===== config.mk =====
export PLATFORM = sky130hd
export DESIGN_NAME = utf8_to_codepoint_decoder_core_flat
export DESIGN_NICKNAME = d
export VERILOG_FILES = /design/src/hw/rtl/utd_pkg.sv /design/src/hw/rtl/utd_if.sv /design/src/hw/rtl/utd_front.sv /design/src/hw/rtl/utd_queue.sv /design/src/hw/rtl/utd_back.sv /design/src/hw/rtl/utf8_to_codepoint_decoder_core.sv /design/src/flat_wrapper.sv
export SDC_FILE = /design/constraint.sdc
export NUM_CORES = 1
export LEC_CHECK = 0
export ABC_AREA = 1
export ABC_CLOCK_PERIOD_IN_PS = 12120
export BUFFER_PORTS_ARGS = -buffer_cell sky130_fd_sc_hd__buf_4
export CORE_UTILIZATION = 45
export DETAILED_ROUTE_END_ITERATION = 6
export GPL_ROUTABILITY_DRIVEN = 0
export GPL_TIMING_DRIVEN = 0
export PLACE_DENSITY_LB_ADDON = 0.25
export SYNTH_ARGS = -nofsm -noshare
export SYNTH_HDL_FRONTEND = slang
export SYNTH_SLANG_ARGS = --single-unit

===== constraint.sdc =====
create_clock -name clk -period 12.12 [get_ports clk]
set_input_delay 0 -clock clk [delete_from_list [all_inputs] [get_ports clk]]
set_output_delay 0 -clock clk [all_outputs]
set_load 0.05 [all_outputs]

===== src/hw/rtl/utd_pkg.sv =====
// shared types and constants of the utf-8 to code point decoder
// no dependencies
`timescale 1ns / 1ps
`default_nettype none

package utd_pkg;

    localparam int CP_W   = 21;
    localparam int REPS_W = 3;

    localparam logic [CP_W-1:0] REPL_CP = 21'h00FFFD;
    localparam logic [CP_W-1:0] MAX_CP  = 21'h10FFFF;
    localparam logic [CP_W-1:0] SURR_LO = 21'h00D800;
    localparam logic [CP_W-1:0] SURR_HI = 21'h00DFFF;

    // work for one input byte: a run of replacements, then an optional value
    typedef struct packed {
        logic [REPS_W-1:0] reps;
        logic              has_val;
        logic [CP_W-1:0]   value;
        logic              str_end;
    } desc_t;

endpackage

`default_nettype wire


===== src/hw/rtl/utd_if.sv =====
// channel interfaces: byte input and code point output
// depends on utd_pkg
`timescale 1ns / 1ps
`default_nettype none

interface utd_byte_if;
    logic       valid;
    logic       ready;
    logic [7:0] byte_value;
    logic       string_end;

    modport source (output valid, output byte_value, output string_end, input ready);
    modport sink   (input valid, input byte_value, input string_end, output ready);
endinterface

interface utd_cp_if;
    logic                       valid;
    logic                       ready;
    logic [utd_pkg::CP_W-1:0]   code_point;
    logic                       run_last;
    logic                       string_last;

    modport source (output valid, output code_point, output run_last, output string_last,
                    input ready);
    modport sink   (input valid, input code_point, input run_last, input string_last,
                    output ready);
endinterface

`default_nettype wire


===== src/hw/rtl/utd_front.sv =====
// front end: accepts bytes, tracks the open sequence, builds at most one descriptor per byte
// depends on utd_pkg and utd_if
`timescale 1ns / 1ps
`default_nettype none

module utd_front (
    input  wire logic       clk,
    input  wire logic       rst_n,
    utd_byte_if.sink        byte_ch,
    output logic            push_valid,
    input  wire logic       push_ready,
    output utd_pkg::desc_t  push_desc
);

    logic                       pend_reg, pend_next;
    logic [1:0]                 exp_reg, exp_next;
    logic [1:0]                 coll_reg, coll_next;
    logic [utd_pkg::CP_W-1:0]   pv_reg, pv_next;

    logic [7:0]                 b;
    logic                       is_cont;
    logic [1:0]                 got;
    logic [utd_pkg::CP_W-1:0]   pv_shift;
    logic                       do_start;
    logic [utd_pkg::REPS_W-1:0] reps;
    logic                       has_val;
    logic [utd_pkg::CP_W-1:0]   value;
    logic                       fire;

    assign b        = byte_ch.byte_value;
    assign is_cont  = (b[7:6] == 2'b10);
    assign got      = coll_reg + 2'd1;
    assign pv_shift = {pv_reg[utd_pkg::CP_W-7:0], b[5:0]};

    always_comb
    begin
        pend_next = pend_reg;
        exp_next  = exp_reg;
        coll_next = coll_reg;
        pv_next   = pv_reg;
        reps      = '0;
        has_val   = 1'b0;
        value     = utd_pkg::REPL_CP;
        do_start  = 1'b0;

        if (pend_reg)
        begin
            if (is_cont)
            begin
                if (got >= exp_reg)
                begin
                    has_val   = 1'b1;
                    pend_next = 1'b0;
                    if ((pv_shift >= utd_pkg::SURR_LO && pv_shift <= utd_pkg::SURR_HI) ||
                        pv_shift > utd_pkg::MAX_CP)
                        value = utd_pkg::REPL_CP;
                    else
                        value = pv_shift;
                end
                else
                begin
                    coll_next = got;
                    pv_next   = pv_shift;
                end
            end
            else
            begin
                // broken sequence: lead plus each buffered continuation
                reps      = {1'b0, coll_reg} + utd_pkg::REPS_W'(1);
                pend_next = 1'b0;
                do_start  = 1'b1;
            end
        end
        else
        begin
            do_start = 1'b1;
        end

        if (do_start)
        begin
            unique case (b) inside
                [8'h00:8'h7F]:
                begin
                    has_val = 1'b1;
                    value   = {13'd0, b};
                end
                [8'hC0:8'hDF]:
                begin
                    pend_next = 1'b1;
                    exp_next  = 2'd1;
                    coll_next = 2'd0;
                    pv_next   = {16'd0, b[4:0]};
                end
                [8'hE0:8'hEF]:
                begin
                    pend_next = 1'b1;
                    exp_next  = 2'd2;
                    coll_next = 2'd0;
                    pv_next   = {17'd0, b[3:0]};
                end
                [8'hF0:8'hF7]:
                begin
                    pend_next = 1'b1;
                    exp_next  = 2'd3;
                    coll_next = 2'd0;
                    pv_next   = {18'd0, b[2:0]};
                end
                default:
                begin
                    reps = reps + utd_pkg::REPS_W'(1);
                end
            endcase
        end

        // flush at string end
        if (byte_ch.string_end && pend_next)
        begin
            reps      = reps + utd_pkg::REPS_W'(1) + {1'b0, coll_next};
            pend_next = 1'b0;
        end
    end

    assign byte_ch.ready     = push_ready;
    assign fire              = byte_ch.valid && push_ready;
    assign push_valid        = byte_ch.valid && (has_val || reps != '0);
    assign push_desc.reps    = reps;
    assign push_desc.has_val = has_val;
    assign push_desc.value   = value;
    assign push_desc.str_end = byte_ch.string_end;

    always_ff @(posedge clk or negedge rst_n)
    begin
        if (!rst_n)
        begin
            pend_reg <= 1'b0;
            exp_reg  <= 2'd0;
            coll_reg <= 2'd0;
            pv_reg   <= '0;
        end
        else if (fire)
        begin
            pend_reg <= pend_next;
            exp_reg  <= exp_next;
            coll_reg <= coll_next;
            pv_reg   <= pv_next;
        end
    end

endmodule

`default_nettype wire


===== src/hw/rtl/utd_queue.sv =====
// descriptor queue between front and back end
// depends on utd_pkg
`timescale 1ns / 1ps
`default_nettype none

module utd_queue #(
    parameter int DEPTH = 4
) (
    input  wire logic            clk,
    input  wire logic            rst_n,
    input  wire logic            push_valid,
    output logic                 push_ready,
    input  wire utd_pkg::desc_t  push_desc,
    output logic                 pop_valid,
    input  wire logic            pop_ready,
    output utd_pkg::desc_t       pop_desc
);

    localparam int PTR_W = (DEPTH > 1) ? $clog2(DEPTH) : 1;
    localparam int CNT_W = $clog2(DEPTH + 1);

    utd_pkg::desc_t   mem [DEPTH];
    logic [PTR_W-1:0] wr_ptr_reg, wr_ptr_next;
    logic [PTR_W-1:0] rd_ptr_reg, rd_ptr_next;
    logic [CNT_W-1:0] count_reg, count_next;
    logic             do_push, do_pop;

    assign push_ready = (count_reg != CNT_W'(DEPTH));
    assign pop_valid  = (count_reg != '0);
    assign pop_desc   = mem[rd_ptr_reg];
    assign do_push    = push_valid && push_ready;
    assign do_pop     = pop_valid && pop_ready;

    always_comb
    begin
        wr_ptr_next = wr_ptr_reg;
        rd_ptr_next = rd_ptr_reg;
        count_next  = count_reg;
        if (do_push)
            wr_ptr_next = (wr_ptr_reg == PTR_W'(DEPTH - 1)) ? '0 : wr_ptr_reg + PTR_W'(1);
        if (do_pop)
            rd_ptr_next = (rd_ptr_reg == PTR_W'(DEPTH - 1)) ? '0 : rd_ptr_reg + PTR_W'(1);
        if (do_push && !do_pop)
            count_next = count_reg + CNT_W'(1);
        else if (do_pop && !do_push)
            count_next = count_reg - CNT_W'(1);
    end

    always_ff @(posedge clk)
    begin
        if (do_push)
            mem[wr_ptr_reg] <= push_desc;
    end

    always_ff @(posedge clk or negedge rst_n)
    begin
        if (!rst_n)
        begin
            wr_ptr_reg <= '0;
            rd_ptr_reg <= '0;
            count_reg  <= '0;
        end
        else
        begin
            wr_ptr_reg <= wr_ptr_next;
            rd_ptr_reg <= rd_ptr_next;
            count_reg  <= count_next;
        end
    end

endmodule

`default_nettype wire


===== src/hw/rtl/utd_back.sv =====
// back end: expands descriptors into code points, one beat per cycle unless cp_ch stalls
// depends on utd_pkg and utd_if
`timescale 1ns / 1ps
`default_nettype none

module utd_back (
    input  wire logic            clk,
    input  wire logic            rst_n,
    input  wire logic            pop_valid,
    output logic                 pop_ready,
    input  wire utd_pkg::desc_t  pop_desc,
    utd_cp_if.source             cp_ch
);

    logic                       cur_valid_reg, cur_valid_next;
    logic [utd_pkg::REPS_W-1:0] reps_reg, reps_next;
    logic                       has_val_reg, has_val_next;
    logic [utd_pkg::CP_W-1:0]   val_reg, val_next;
    logic                       end_reg, end_next;

    logic                       out_valid_reg, out_valid_next;
    logic [utd_pkg::CP_W-1:0]   cp_reg;
    logic                       run_last_reg;
    logic                       str_last_reg;

    logic                       load_out;
    logic                       rep_now;
    logic                       last_now;
    logic [utd_pkg::CP_W-1:0]   cp_now;
    logic                       cur_done;
    logic                       do_pop;

    assign load_out  = cur_valid_reg && (!out_valid_reg || cp_ch.ready);
    assign rep_now   = (reps_reg != '0);
    assign cp_now    = rep_now ? utd_pkg::REPL_CP : val_reg;
    assign last_now  = rep_now ? (reps_reg == utd_pkg::REPS_W'(1) && !has_val_reg) : 1'b1;
    assign cur_done  = load_out && last_now;
    assign pop_ready = !cur_valid_reg || cur_done;
    assign do_pop    = pop_valid && pop_ready;

    always_comb
    begin
        cur_valid_next = cur_valid_reg;
        reps_next      = reps_reg;
        has_val_next   = has_val_reg;
        val_next       = val_reg;
        end_next       = end_reg;
        if (do_pop)
        begin
            cur_valid_next = 1'b1;
            reps_next      = pop_desc.reps;
            has_val_next   = pop_desc.has_val;
            val_next       = pop_desc.value;
            end_next       = pop_desc.str_end;
        end
        else if (cur_done)
        begin
            cur_valid_next = 1'b0;
        end
        else if (load_out && rep_now)
        begin
            reps_next = reps_reg - utd_pkg::REPS_W'(1);
        end

        if (load_out)
            out_valid_next = 1'b1;
        else if (cp_ch.ready)
            out_valid_next = 1'b0;
        else
            out_valid_next = out_valid_reg;
    end

    always_ff @(posedge clk or negedge rst_n)
    begin
        if (!rst_n)
        begin
            cur_valid_reg <= 1'b0;
            out_valid_reg <= 1'b0;
        end
        else
        begin
            cur_valid_reg <= cur_valid_next;
            out_valid_reg <= out_valid_next;
        end
    end

    always_ff @(posedge clk)
    begin
        reps_reg    <= reps_next;
        has_val_reg <= has_val_next;
        val_reg     <= val_next;
        end_reg     <= end_next;
        if (load_out)
        begin
            cp_reg       <= cp_now;
            run_last_reg <= last_now;
            str_last_reg <= last_now && end_reg;
        end
    end

    assign cp_ch.valid       = out_valid_reg;
    assign cp_ch.code_point  = cp_reg;
    assign cp_ch.run_last    = run_last_reg;
    assign cp_ch.string_last = str_last_reg;

endmodule

`default_nettype wire


===== src/hw/rtl/utf8_to_codepoint_decoder_core.sv =====
// channel   | dir | payload                                  | handshake
// byte_ch   | in  | byte_value[7:0], string_end              | valid/ready
// cp_ch     | out | code_point[20:0], run_last, string_last  | valid/ready
//
// one byte is taken per cycle while the descriptor queue has room
// the back end sends one code point per cycle unless cp_ch stalls, so a byte with n results
// holds its descriptor in the back end until its last code point is loaded (n at most 4)
// results pass through the queue, the back end's descriptor register and its output register
// rst_n clears the open sequence, the queue, the back end's descriptor and the output register
// top level of the utf-8 to code point decoder: front, queue, back
// depends on utd_pkg, utd_if, utd_front, utd_queue, utd_back
`timescale 1ns / 1ps
`default_nettype none

module utf8_to_codepoint_decoder_core #(
    parameter int QUEUE_DEPTH = 4
) (
    input  wire logic   clk,
    input  wire logic   rst_n,
    utd_byte_if.sink    byte_ch,
    utd_cp_if.source    cp_ch
);

    logic           push_valid;
    logic           push_ready;
    utd_pkg::desc_t push_desc;
    logic           pop_valid;
    logic           pop_ready;
    utd_pkg::desc_t pop_desc;

    utd_front u_front (
        .clk        (clk),
        .rst_n      (rst_n),
        .byte_ch    (byte_ch),
        .push_valid (push_valid),
        .push_ready (push_ready),
        .push_desc  (push_desc)
    );

    utd_queue #(
        .DEPTH (QUEUE_DEPTH)
    ) u_queue (
        .clk        (clk),
        .rst_n      (rst_n),
        .push_valid (push_valid),
        .push_ready (push_ready),
        .push_desc  (push_desc),
        .pop_valid  (pop_valid),
        .pop_ready  (pop_ready),
        .pop_desc   (pop_desc)
    );

    utd_back u_back (
        .clk       (clk),
        .rst_n     (rst_n),
        .pop_valid (pop_valid),
        .pop_ready (pop_ready),
        .pop_desc  (pop_desc),
        .cp_ch     (cp_ch)
    );

endmodule

`default_nettype wire


===== src/flat_wrapper.sv =====
// flat-port wrapper written by rule: the top's interface ports become plain ports
module utf8_to_codepoint_decoder_core_flat 
#(
    parameter int QUEUE_DEPTH = 4
)
  (clk, rst_n, byte_ch_valid, byte_ch_byte_value, byte_ch_string_end, byte_ch_ready, cp_ch_valid, cp_ch_code_point, cp_ch_run_last, cp_ch_string_last, cp_ch_ready);
  utd_byte_if byte_ch_i ();
  utd_cp_if cp_ch_i ();
  input  wire logic clk;
  input  wire logic rst_n;
  input wire logic [$bits(byte_ch_i.valid)-1:0] byte_ch_valid;
  input wire logic [$bits(byte_ch_i.byte_value)-1:0] byte_ch_byte_value;
  input wire logic [$bits(byte_ch_i.string_end)-1:0] byte_ch_string_end;
  output wire logic [$bits(byte_ch_i.ready)-1:0] byte_ch_ready;
  output wire logic [$bits(cp_ch_i.valid)-1:0] cp_ch_valid;
  output wire logic [$bits(cp_ch_i.code_point)-1:0] cp_ch_code_point;
  output wire logic [$bits(cp_ch_i.run_last)-1:0] cp_ch_run_last;
  output wire logic [$bits(cp_ch_i.string_last)-1:0] cp_ch_string_last;
  input wire logic [$bits(cp_ch_i.ready)-1:0] cp_ch_ready;
  assign byte_ch_i.valid = byte_ch_valid;
  assign byte_ch_i.byte_value = byte_ch_byte_value;
  assign byte_ch_i.string_end = byte_ch_string_end;
  assign byte_ch_ready = byte_ch_i.ready;
  assign cp_ch_valid = cp_ch_i.valid;
  assign cp_ch_code_point = cp_ch_i.code_point;
  assign cp_ch_run_last = cp_ch_i.run_last;
  assign cp_ch_string_last = cp_ch_i.string_last;
  assign cp_ch_i.ready = cp_ch_ready;
  utf8_to_codepoint_decoder_core #(.QUEUE_DEPTH(QUEUE_DEPTH)) u_core (.clk(clk), .rst_n(rst_n), .byte_ch(byte_ch_i), .cp_ch(cp_ch_i));
endmodule

==> results of run 1 <==
## worst register-to-register path: cells and delay by family (launching register included)
family	cells	cell delay [ns]
fa+ha+maj	6	1.72
xor+xnor	1	0.14
flops	1	0.41
compound gates	3	0.34
buf+inv	2	0.16
simple gates	8	0.99
## through the flow
stage,utilization (%),area (µm²),power (mW),cells,hold slack [ns]
2_1_floorplan,-,7457,1.414,603,-0.2956
3_3_place_gp,49.85,8005,1.598,856,-0.04268
3_5_place_dp,50.04,8035,1.627,856,-0.03732
4_1_cts,54.21,8705,2.160,897,0.01120
5_1_grt,54.21,8705,2.272,897,0.01881
6_report,54.21,8705,2.149,897,0.01661
## layer usage
metal,vias up,global-route usage [%],routed length [µm],share of wire (%)
met5,-,0,13,0.091
met2,140,29.44,6806,48
met1,2233,22.84,6259,44
met3,26,5.130,890,6.2
met4,2,7.370,308,2.2
li1,2236,-,-,-
## power groups by stage
stage          logic, mW  registers, mW  clock network, mW
6_report           0.646          0.967              0.537
5_1_grt            0.721          0.986              0.565
3_3_place_gp       0.620          0.978                  0
2_1_floorplan      0.378           1.04                  0
3_5_place_dp       0.647          0.980                  0
4_1_cts            0.651          0.968              0.542
## kinds of logic (layout without fill, tap and decap cells)
group | Yosys count | in the layout | synth area share, %
XOR/XNOR | 3 | 3 | 0.3524
adder cells (fa/ha/maj) | 16 | 16 | 2.886
AND/OR/NAND/NOR | 171 | 171 | 10.37
flip-flops | 182 | 182 | 71.34
multiplexers | 1 | 1 | 0.1510
buffers and inverters | 91 | 169 | 4.748
AO/OA/AOI/OAI | 139 | 139 | 10.15
## Yosys cell counts
| cell type | n |
|---|---|
| a21oi_1 | 17 |
| a21boi_0 | 1 |
| xnor2_1 | 2 |
| dfrtp_1 | 29 |
| a31oi_1 | 3 |
| buf_6 | 1 |
| mux2_2 | 1 |
| a21oi_2 | 1 |
| clkbuf_1 | 17 |
| nor4_1 | 1 |
| a32o_1 | 1 |
| nand3_4 | 1 |
| buf_1 | 1 |
| nand3_2 | 1 |
| nor2_4 | 1 |
| nor4_2 | 1 |
| nand3_1 | 10 |
| o21ai_0 | 85 |
| o22ai_1 | 27 |
| nand4_1 | 1 |
| clkinv_1 | 2 |
| ha_1 | 14 |
| o21ai_2 | 1 |
| inv_1 | 65 |
| nand3b_1 | 1 |
| buf_2 | 1 |
| inv_2 | 3 |
| nor2_1 | 84 |
| xor2_1 | 1 |
| buf_4 | 1 |
| nor3_1 | 1 |
| nand2_2 | 4 |
| or2_2 | 16 |
| nand2_4 | 3 |
| o211ai_1 | 2 |
| edfxtp_1 | 153 |
| nand2_1 | 46 |
| o32ai_1 | 1 |
| fa_1 | 2 |
## cell type report
class	instances	area, µm²
inverters	70	262.8
clock inverters	14	150.1
flip-flops and latches	182	5320
well taps	216	270.3
plain buffers	21	91.34
fillers	1280	7353
repair buffers	46	367.9
multi-input cells	330	1813
clock buffers	18	429.2
## how the worst max path moves through the flow
stage	startpoint	to	slack, ns	cells past startpoint
final	u_core.u_front.coll_reg[0]	u_core.u_queue.count_reg[2]	8.24	20
after global routing	u_core.u_front.coll_reg[0]	u_core.u_queue.count_reg[2]	7.92	20
after CTS	u_core.u_front.coll_reg[0]	u_core.u_queue.count_reg[2]	8.24	20
after detailed placement	u_core.u_front.coll_reg[0]	u_core.u_queue.count_reg[2]	8.27	20
after global placement	u_core.u_front.coll_reg[0]	u_core.u_queue.mem[0][10]	7.13	14
after floorplan	u_core.u_front.coll_reg[0]	u_core.u_queue.mem[3][0]	8.17	14
==> key figures, run 1 <==
Cells and area
  – Most frequent cells in the layout: 153 x edfxtp_1, 85 x o21ai_0, 80 x nor2_1
  – Area grow syn2layout: 16.73%
  – Max reg flops: 104
  – Nets: 697
  – Share of post-route cells with drive strength above 1: 15.71%
  – Commonest non-fill, non-tap cell in the layout: edfxtp_1
  – Ant. Diodes: 0

STA
  – Fin Setup TNS: 0 ns
  – RSZ-0062 raised after global routing: false
  – Slew @ Worst Pin: 0.8929 ns
  – Slack of the critical path: 8.242 ns
  – Relative slew slack: 40.33%
  – Setup violators final: 0
  – Final period util: 32.00%
  – Tmin final: 3.878 ns
  – Clock skew: 0.007021 ns
  – Max Freq: 257.9 MHz
  – Final Hold Fails: 0
  – Final Max Tran Viols: 0

Setup path
  – Crit end category: register
  – R2R cell count: 20
  – Crit-path cells: ha_1 -> ha_1 -> nand2_1 -> nand3_4 -> nor2_1 -> nor2_1 -> ha_1 -> fa_1 -> nand3b_1 -> o21ai_0 -> nand2_1 -> nand3_2 -> nand2_4 -> inv_1 -> ha_1 -> inv_1 -> fa_1 -> a21oi_1 -> o21ai_0 -> xnor2_1
  – Worst Path Max Fanout: 7
  – FF-to-FF End: u_core.u_queue.count_reg[2]
  – Crit-path max cell delay: 0.41 ns
  – Startpoint class of the critical path: register
  – Crit path max-delay family: adder cells
  – Worst reg-to-reg setup slack: 8.24 ns
  – Critical path class: reg -> reg
  – Worst r2r src: u_core.u_front.coll_reg[0]
  – WP data arrival: 4.19 ns
  – CP most frequent cell: ha_1
  – Data required time at the worst endpoint: 12.43 ns
  – Buffers & Inverters on Critical Path: 2
  – CP max-delay cell: dfrtp_1

Floorplanning
  – Initial core utilization: 46.44%
  – Io pins: 38
  – Core Area: 0.01606 mm²
  – Chip height: 130.7 µm
  – Die width: 130.7 µm
  – Rows: 46
  – DIE AREA: 0.01709 mm²

Synthesis
  – Yosys reg bits: 182
  – Post-Syn Instances: 603
  – Share of the synthesized area in the top cell type: 61.61%
  – Post-synthesis net count: 632
  – Synth warn: 0
  – Post-synthesis sequential area ratio: 71.34%
  – Distinct cells, synth: 39
  – Cell taking the most area after synthesis: edfxtp_1
  – Top post-synthesis cells by area: edfxtp_1 62%, dfrtp_1 9.7%, o21ai_0 5.7%
  – Mapped Area: 0.007457 mm²
  – Avg Cell Area, Syn: 12.37 µm²

CTS
  – Hold_buf cts: 9
  – Postcts setup bufs: 0
  – CTS resizes: 0
  – CTS Sinks: 182
  – Clock root buffer: clkbuf_16
  – CTS tree: yes
  – Htree depth: 4
  – Clk buf depth: 2
  – CTS clk-pin slew, worst paths: 0.06 ns
  – CTS buffer count: 17
  – Clk Latency, worst-skew pair: 0.43 ns

Worst hold path
  – Hold path cells: 3
  – Worst Hold Class: in -> reg
  – Worst Hold Launch: byte_ch_valid
  – Worst hold endpoint: u_core.u_front.pv_reg[4]

Detailed routing
  – Antenna viol nets, final: 0
  – Post-DR wirelength/cell: 15.92 µm
  – DRT Wirelength: 14280 µm
  – DRC Markers: 0
  – Pre-Repair DR Iteration Count: 7
  – Vias per cell: 5.169
  – Iteration-0 DRC Markers: 324
  – Via Count: 4637

Place
  – HPWL Detailed: 9361 µm
  – I/O Buffers: 37
  – Pre-CTS WS: 8.265 ns

Global route
  – Total grt overflow: 0
  – Largest net degree at the start of global routing: 33
  – GRT Util Overall: 18.08%
  – Vias in the first global route: 4464
  – First-pass GRT wire length: 22200 µm
  – Initial antenna violation count: 1

Status
  – Status: finished, final reports clean

Flow run
  – Max Cap Viol: 0

Power and ir drop
  – Clock network power share: 25.0%
  – Switching Share: 34.80%
  – P per Cell Area: 246.9 mW/mm²
  – Logic pwr share: 30.0%
  – Leak Pwr: 3.261 nW
  – VDD IR-drop max: 0.0001116 V
  – Internal power: 1.401 mW
  – Net Sw Power: 748.0 µW
  – Sequential power share: 45.0%
Note: power is estimated with default switching activity, not from simulation.
==> run 2: changes to the inputs <==
--- a/config.mk
+++ b/config.mk
@@ -6,7 +6,7 @@
 export NUM_CORES = 1
 export LEC_CHECK = 0
 export ABC_AREA = 1
-export ABC_CLOCK_PERIOD_IN_PS = 12120
+export ABC_CLOCK_PERIOD_IN_PS = 3900
 export BUFFER_PORTS_ARGS = -buffer_cell sky130_fd_sc_hd__buf_4
 export CORE_UTILIZATION = 45
 export DETAILED_ROUTE_END_ITERATION = 6
==> constraint.sdc (replaced) <==
create_clock -name clk -period 3.9 [get_ports clk]
set_input_delay 0 -clock clk [delete_from_list [all_inputs] [get_ports clk]]
set_output_delay 0 -clock clk [all_outputs]
set_load 0.05 [all_outputs]
==> run 2 against run 1 <==
  * Wire length increased by 3.4%
  * Sequential power increased to 3.1 times the previous value
  * Via count increased by 1.7%
  * Highest routed layer unchanged
  * Flip-flop and latch count unchanged
  * First-iteration DRC count increased by 1.5%
  * Largest power group unchanged
  * Non-clock buffer count increased by 6
  * Clock skew about the same
  * Die area unchanged
  * Register-to-register slack got worse by 8.0 ns
  * Clock power increased to 3.1 times the previous value
  * Combinational power increased to 3.3 times the previous value
  * Core utilization increased by 0.65 points
==> key figures, run 2 (synthesis gave the netlist of run 1 again) <==
Status
  – Status: finished, final reports clean

Setup path
  – WP data arrival: 3.74 ns
  – Crit end category: register
  – Critical path class: reg -> reg
  – Data required time at the worst endpoint: 3.95 ns
  – Startpoint class of the critical path: register
  – Worst Path Max Fanout: 26

Floorplanning
  – Io pins: 38
  – Chip height: 130.7 µm
  – Initial core utilization: 46.44%
  – Core Area: 0.01606 mm²
  – Rows: 46
  – Die width: 130.7 µm
  – DIE AREA: 0.01709 mm²

Global route
  – Initial antenna violation count: 1
  – Vias in the first global route: 4464
  – Largest net degree at the start of global routing: 33
  – GR Layer Usage met2: 29.44%
  – Met3 Use GR: 5.130%
  – Most Crowded Layer GR: met2
  – First-pass GRT wire length: 22200 µm
  – Total grt overflow: 0
  – GRT Util Overall: 18.08%
  – Met1 usage: 22.84%

Power and ir drop
  – Internal power: 4.408 mW
  – Sequential power share: 44.4%
  – Logic pwr share: 31.0%
  – Switching Share: 35.03%
  – Leak Pwr: 3.292 nW
  – Clock network power share: 24.6%
  – Net Sw Power: 2.376 mW
  – VDD IR-drop max: 0.0003464 V
  – P per Cell Area: 770.2 mW/mm²
  – Design Power: 6.784 mW

CTS
  – CTS clk-pin slew, worst paths: 0.06 ns
  – CTS Sinks: 182
  – Htree depth: 4
  – Clk Latency, worst-skew pair: 0.43 ns
  – CTS buffer count: 17
  – Clk buf depth: 2
  – Clock root buffer: clkbuf_16
  – CTS tree: yes

Cells and area
  – Share of post-route cells with drive strength above 1: 17.59%
  – Final Core Density: 54.85%
  – Commonest non-fill, non-tap cell in the layout: edfxtp_1
  – Area grow syn2layout: 18.12%
  – Ant. Diodes: 0
  – Most frequent cells in the layout: 153 x edfxtp_1, 85 x o21ai_0, 79 x nor2_1
  – Max reg flops: 104
  – Non-Filler Instances: 904
  – Nets: 704
  – Final instance area: 0.008808 mm²

Place
  – Placed cell count: 856
  – I/O Buffers: 37
  – HPWL Detailed: 9361 µm
  – Placed cell area: 0.008035 mm²

Flow run
  – Max Cap Viol: 0

Worst hold path
  – Worst Hold Class: in -> reg

Detailed routing
  – DRC Markers: 0
  – Pre-Repair DR Iteration Count: 5
  – Antenna viol nets, final: 0
  – DRT Wirelength: 14760 µm
  – Post-DR wirelength/cell: 16.33 µm
  – Vias per cell: 5.219
  – Iteration-0 DRC Markers: 329
  – Via Count: 4718

STA
  – Final Hold Fails: 0
  – Setup violators final: 0
  – Tmin final: 3.683 ns
  – Clock skew: 0.007031 ns
  – RSZ-0062 raised after global routing: false
  – Slew @ Worst Pin: 0.8937 ns
  – Max Freq: 271.5 MHz
  – Final period util: 94.43%
  – Relative slew slack: 40.28%
  – Fin Setup TNS: 0 ns
  – Final Max Tran Viols: 0
## run 2: worst max-delay path, cell delays in order (launching register included)
cell	delay, ns
dfrtp_1	0.42
ha_4	0.27
ha_4	0.26
nand2_2	0.06
nand3_4	0.13
nand2_4	0.08
nor2_1	0.09
nor2_1	0.05
ha_1	0.20
fa_2	0.34
nand3b_1	0.16
o21ai_0	0.09
nand2_1	0.10
nand3_2	0.12
nand2_4	0.08
buf_12	0.15
nor2_4	0.66
## run 2: timing repair
action,in CTS,in global routing
resized for setup,0,8
setup endpoints to repair,0,106
setup buffers,0,6
hold buffers,9,0
hold endpoints to repair,59,0
## run 2: power groups by stage
| stage | clock, mW | sequential, mW | combinational, mW |
|---|---|---|---|
| 6_report | 1.67 | 3.01 | 2.11 |
| 5_1_grt | 1.76 | 3.07 | 2.34 |
| 4_1_cts | 1.68 | 3.01 | 2.02 |
| 3_5_place_dp | 0 | 3.04 | 2.01 |
| 3_3_place_gp | 0 | 3.04 | 1.93 |
| 2_1_floorplan | 0 | 3.22 | 1.17 |
## run 2: worst paths after layout
check,startpoint,end,slack [ns],cells after the start
setup / recovery,u_core.u_front.coll_reg[0],u_core.u_queue.mem[3][9],0.22,16
hold / removal,byte_ch_valid,u_core.u_front.pv_reg[4],0.02,3
setup reg to reg,u_core.u_front.coll_reg[0],u_core.u_queue.mem[3][9],0.22,16
hold reg to reg,u_core.u_back.cur_valid_reg,u_core.u_back.cp_ch.valid,0.49,2
max in group asynchronous,rst_n,u_core.u_front.pv_reg[10],3.56,2
min in group asynchronous,rst_n,u_core.u_queue.wr_ptr_reg[0],0.04,2
## run 2: area by class of cell
class | instances | area (µm²)
Sequential cell | 182 | 5320
Clock inverter | 14 | 150.1
Tap cell | 216 | 270.3
Inverter | 70 | 262.8
Multi-Input combinational cell | 331 | 1859
Buffer | 21 | 91.34
Timing Repair Buffer | 52 | 425.4
Clock buffer | 18 | 429.2
Fill cell | 1277 | 7249
## run 2: metal layers
metal	wire, µm	up-vias	share of wire, %
met5	13	-	0.088
met2	7127	161	48
li1	-	2249	-
met4	329	2	2.2
met3	1056	27	7.2
met1	6233	2279	42
## run 2: stage by stage
step	hold slack [ns]	setup slack (ns)
global route	0.01873	0.001643
detailed placement	-0.03732	0.04523
CTS	0.01120	0.02122
global placement	-0.04268	-1.089
floorplan	-0.2956	-0.05381
finish	0.01941	0.2174
==> run 3: changes to the inputs <==
--- a/config.mk
+++ b/config.mk
@@ -6,12 +6,13 @@
 export NUM_CORES = 1
 export LEC_CHECK = 0
 export ABC_AREA = 1
-export ABC_CLOCK_PERIOD_IN_PS = 3900
+export ABC_CLOCK_PERIOD_IN_PS = 3700
 export BUFFER_PORTS_ARGS = -buffer_cell sky130_fd_sc_hd__buf_4
 export CORE_UTILIZATION = 45
 export DETAILED_ROUTE_END_ITERATION = 6
 export GPL_ROUTABILITY_DRIVEN = 0
 export GPL_TIMING_DRIVEN = 0
+export MAX_ROUTING_LAYER = met4
 export PLACE_DENSITY_LB_ADDON = 0.25
 export SYNTH_ARGS = -nofsm -noshare
 export SYNTH_HDL_FRONTEND = slang
==> constraint.sdc (replaced) <==
create_clock -name clk -period 3.7 [get_ports clk]
set_input_delay 0.185 -clock clk [delete_from_list [all_inputs] [get_ports clk]]
set_output_delay 0.185 -clock clk [all_outputs]
set_load 0.05 [all_outputs]
==> run 3 against run 2 <==
  * Final cell count up 0.66%
  * Wire length shrank 0.72%
  * Count of clock-buffer cells in the layout did not move
  * Total power increased by 6.2%
  * Critical path depth increased by 2
  * Flip-flop and latch count unchanged
  * Core utilization rose by 0.33 points
  * Global-route usage is 0.66 points higher
  * Clock power rose by 5%
  * Critical path type unchanged
  * Critical endpoint is now u_core.u_queue.count_reg[1]
  * Highest routed layer is now met4
==> key figures, run 3 (synthesis gave the netlist of run 1 again) <==
Cells and area
  – Share of post-route cells with drive strength above 1: 20.06%
  – Most frequent cells in the layout: 153 x edfxtp_1, 83 x o21ai_0, 78 x nor2_1
  – Final instance area: 0.008862 mm²
  – Non-Filler Instances: 910
  – Multi-input logic area: 0.001889 mm²
  – Fillers: 1275
  – Commonest non-fill, non-tap cell in the layout: edfxtp_1
  – Reg area: 0.005320 mm²
  – Nets: 709
  – Max reg flops: 104
  – Final Core Density: 55.19%
  – Area grow syn2layout: 18.84%

Power and ir drop
  – P per Cell Area: 812.8 mW/mm²
  – Internal power: 4.696 mW
  – Leak Pwr: 3.320 nW
  – Sequential power share: 44.1%
  – Clock network power share: 24.3%
  – Switching Share: 34.80%
  – Logic pwr share: 31.6%
  – Design Power: 7.203 mW
  – Net Sw Power: 2.506 mW
  – VDD IR-drop max: 0.0003837 V

Flow run
  – Max Cap Viol: 0

Setup path
  – Worst Path Max Fanout: 7
  – Crit end category: register
  – Critical path class: reg -> reg
  – Startpoint class of the critical path: register
  – WP data arrival: 3.92 ns
  – Data required time at the worst endpoint: 4.01 ns

Global route
  – Largest net degree at the start of global routing: 33
  – First-pass GRT wire length: 22310 µm
  – Total grt overflow: 0
  – GRT Util Overall: 18.74%
  – Vias in the first global route: 4458
  – Initial antenna violation count: 1

STA
  – Clock skew: 0.01389 ns
  – Final Max Tran Viols: 0
  – Setup violators final: 0
  – Slack of the critical path: 0.09527 ns
  – Relative slew slack: 40.44%
  – Slew @ Worst Pin: 0.8913 ns
  – Final Hold Fails: 0
  – Fin Setup TNS: 0 ns
  – Final hold slack: 0.03482 ns
  – Tmin final: 3.605 ns
  – Max Freq: 277.4 MHz
  – RSZ-0062 raised after global routing: true
  – Final period util: 97.43%

Detailed routing
  – DRC Markers: 0
  – Vias per cell: 5.170
  – Via Count: 4705
  – Iteration-0 DRC Markers: 292
  – DRT Wirelength: 14650 µm
  – Post-DR wirelength/cell: 16.10 µm
  – Pre-Repair DR Iteration Count: 5
  – Antenna viol nets, final: 0

Place
  – I/O Buffers: 37
  – Placed cell count: 856
  – HPWL Detailed: 9361 µm
  – Placed cell area: 0.008035 mm²
  – Pre-CTS WS: -0.1548 ns

CTS
  – Clk Latency, worst-skew pair: 0.43 ns
  – Clk buf depth: 2
  – Htree depth: 4
  – CTS buffer count: 17
  – CTS tree: yes
  – CTS Sinks: 182
  – Clock root buffer: clkbuf_16
  – CTS clk-pin slew, worst paths: 0.07 ns

Floorplanning
  – Initial core utilization: 46.44%
  – Chip height: 130.7 µm
  – Core Area: 0.01606 mm²
  – DIE AREA: 0.01709 mm²
  – Io pins: 38
  – Die width: 130.7 µm
  – Rows: 46

Status
  – Status: finished, final reports clean

Worst hold path
  – Worst Hold Class: in -> reg
==> run 3: timing repair <==
action / CTS / global route
pin swaps: 6 / 12
hold buffers: 2 / 0
setup buffers: 9 / 10
gates resized for setup: 6 / 13
setup endpoints to repair: 106 / 106
endpoints found under the hold margin: 30 / 0
==> run 3: layout make-up <==
cell class	instances	share of cell area (%)
tap	216	3.050
multi-input combinational	330	21.32
sequential	182	60.03
clock buffer	18	4.843
inverter	70	2.993
antenna	1	0.02824
clock inverter	14	1.694
timing repair buffer	58	5.012
buffer	21	1.031
==> run 3: path summary, 6_finish.rpt <==
path / from / endpoint / slack [ns] / depth (start not counted)
worst min-delay path: cp_ch_ready / u_core.u_back.cp_ch.valid / 0.03 / 4
worst max register to register: u_core.u_front.coll_reg[1] / u_core.u_queue.count_reg[1] / 0.1 / 18
worst max-delay path: u_core.u_front.coll_reg[1] / u_core.u_queue.count_reg[1] / 0.1 / 18
max in group asynchronous: rst_n / u_core.u_queue.rd_ptr_reg[1] / 3.18 / 2
worst min register to register: u_core.u_back.cur_valid_reg / u_core.u_back.cp_ch.valid / 0.49 / 2
min in group asynchronous: rst_n / u_core.u_queue.wr_ptr_reg[0] / 0.22 / 2
==> run 3: worst max-delay path, cell delays in order, from the launching register on <==
cell and delay (ns):
dfrtp_1 0.41, ha_4 0.26, ha_4 0.26, nand2_2 0.05, nand3_4 0.12, nand2_4 0.08
nor2_2 0.10, nor2_1 0.05, ha_2 0.17, fa_2 0.51, inv_1 0.05, o21ai_2 0.16
nand3_2 0.14, nand2_4 0.18, inv_4 0.06, ha_4 0.15, inv_2 0.06, fa_1 0.40
mux2_2 0.26
==> run 3: metal layers <==
metal / up-vias / wire (µm) / global-route usage (%)
li1: 2265 / - / -
met1: 2255 / 6536 / 23.06
met2: 157 / 7041 / 29.44
met3: 28 / 746 / 5.171
met4: 0 / 328 / 7.437
met5: - / 0 / -
==> run 3: power groups by stage <==
stage / Clock, mW / Sequential (mW) / Combinational (mW)
5_1_grt: 1.85 / 3.23 / 2.53
3_5_place_dp: 0 / 3.21 / 2.12
4_1_cts: 1.77 / 3.17 / 2.18
3_3_place_gp: 0 / 3.20 / 2.03
2_1_floorplan: 0 / 3.39 / 1.24
6_report: 1.75 / 3.17 / 2.28
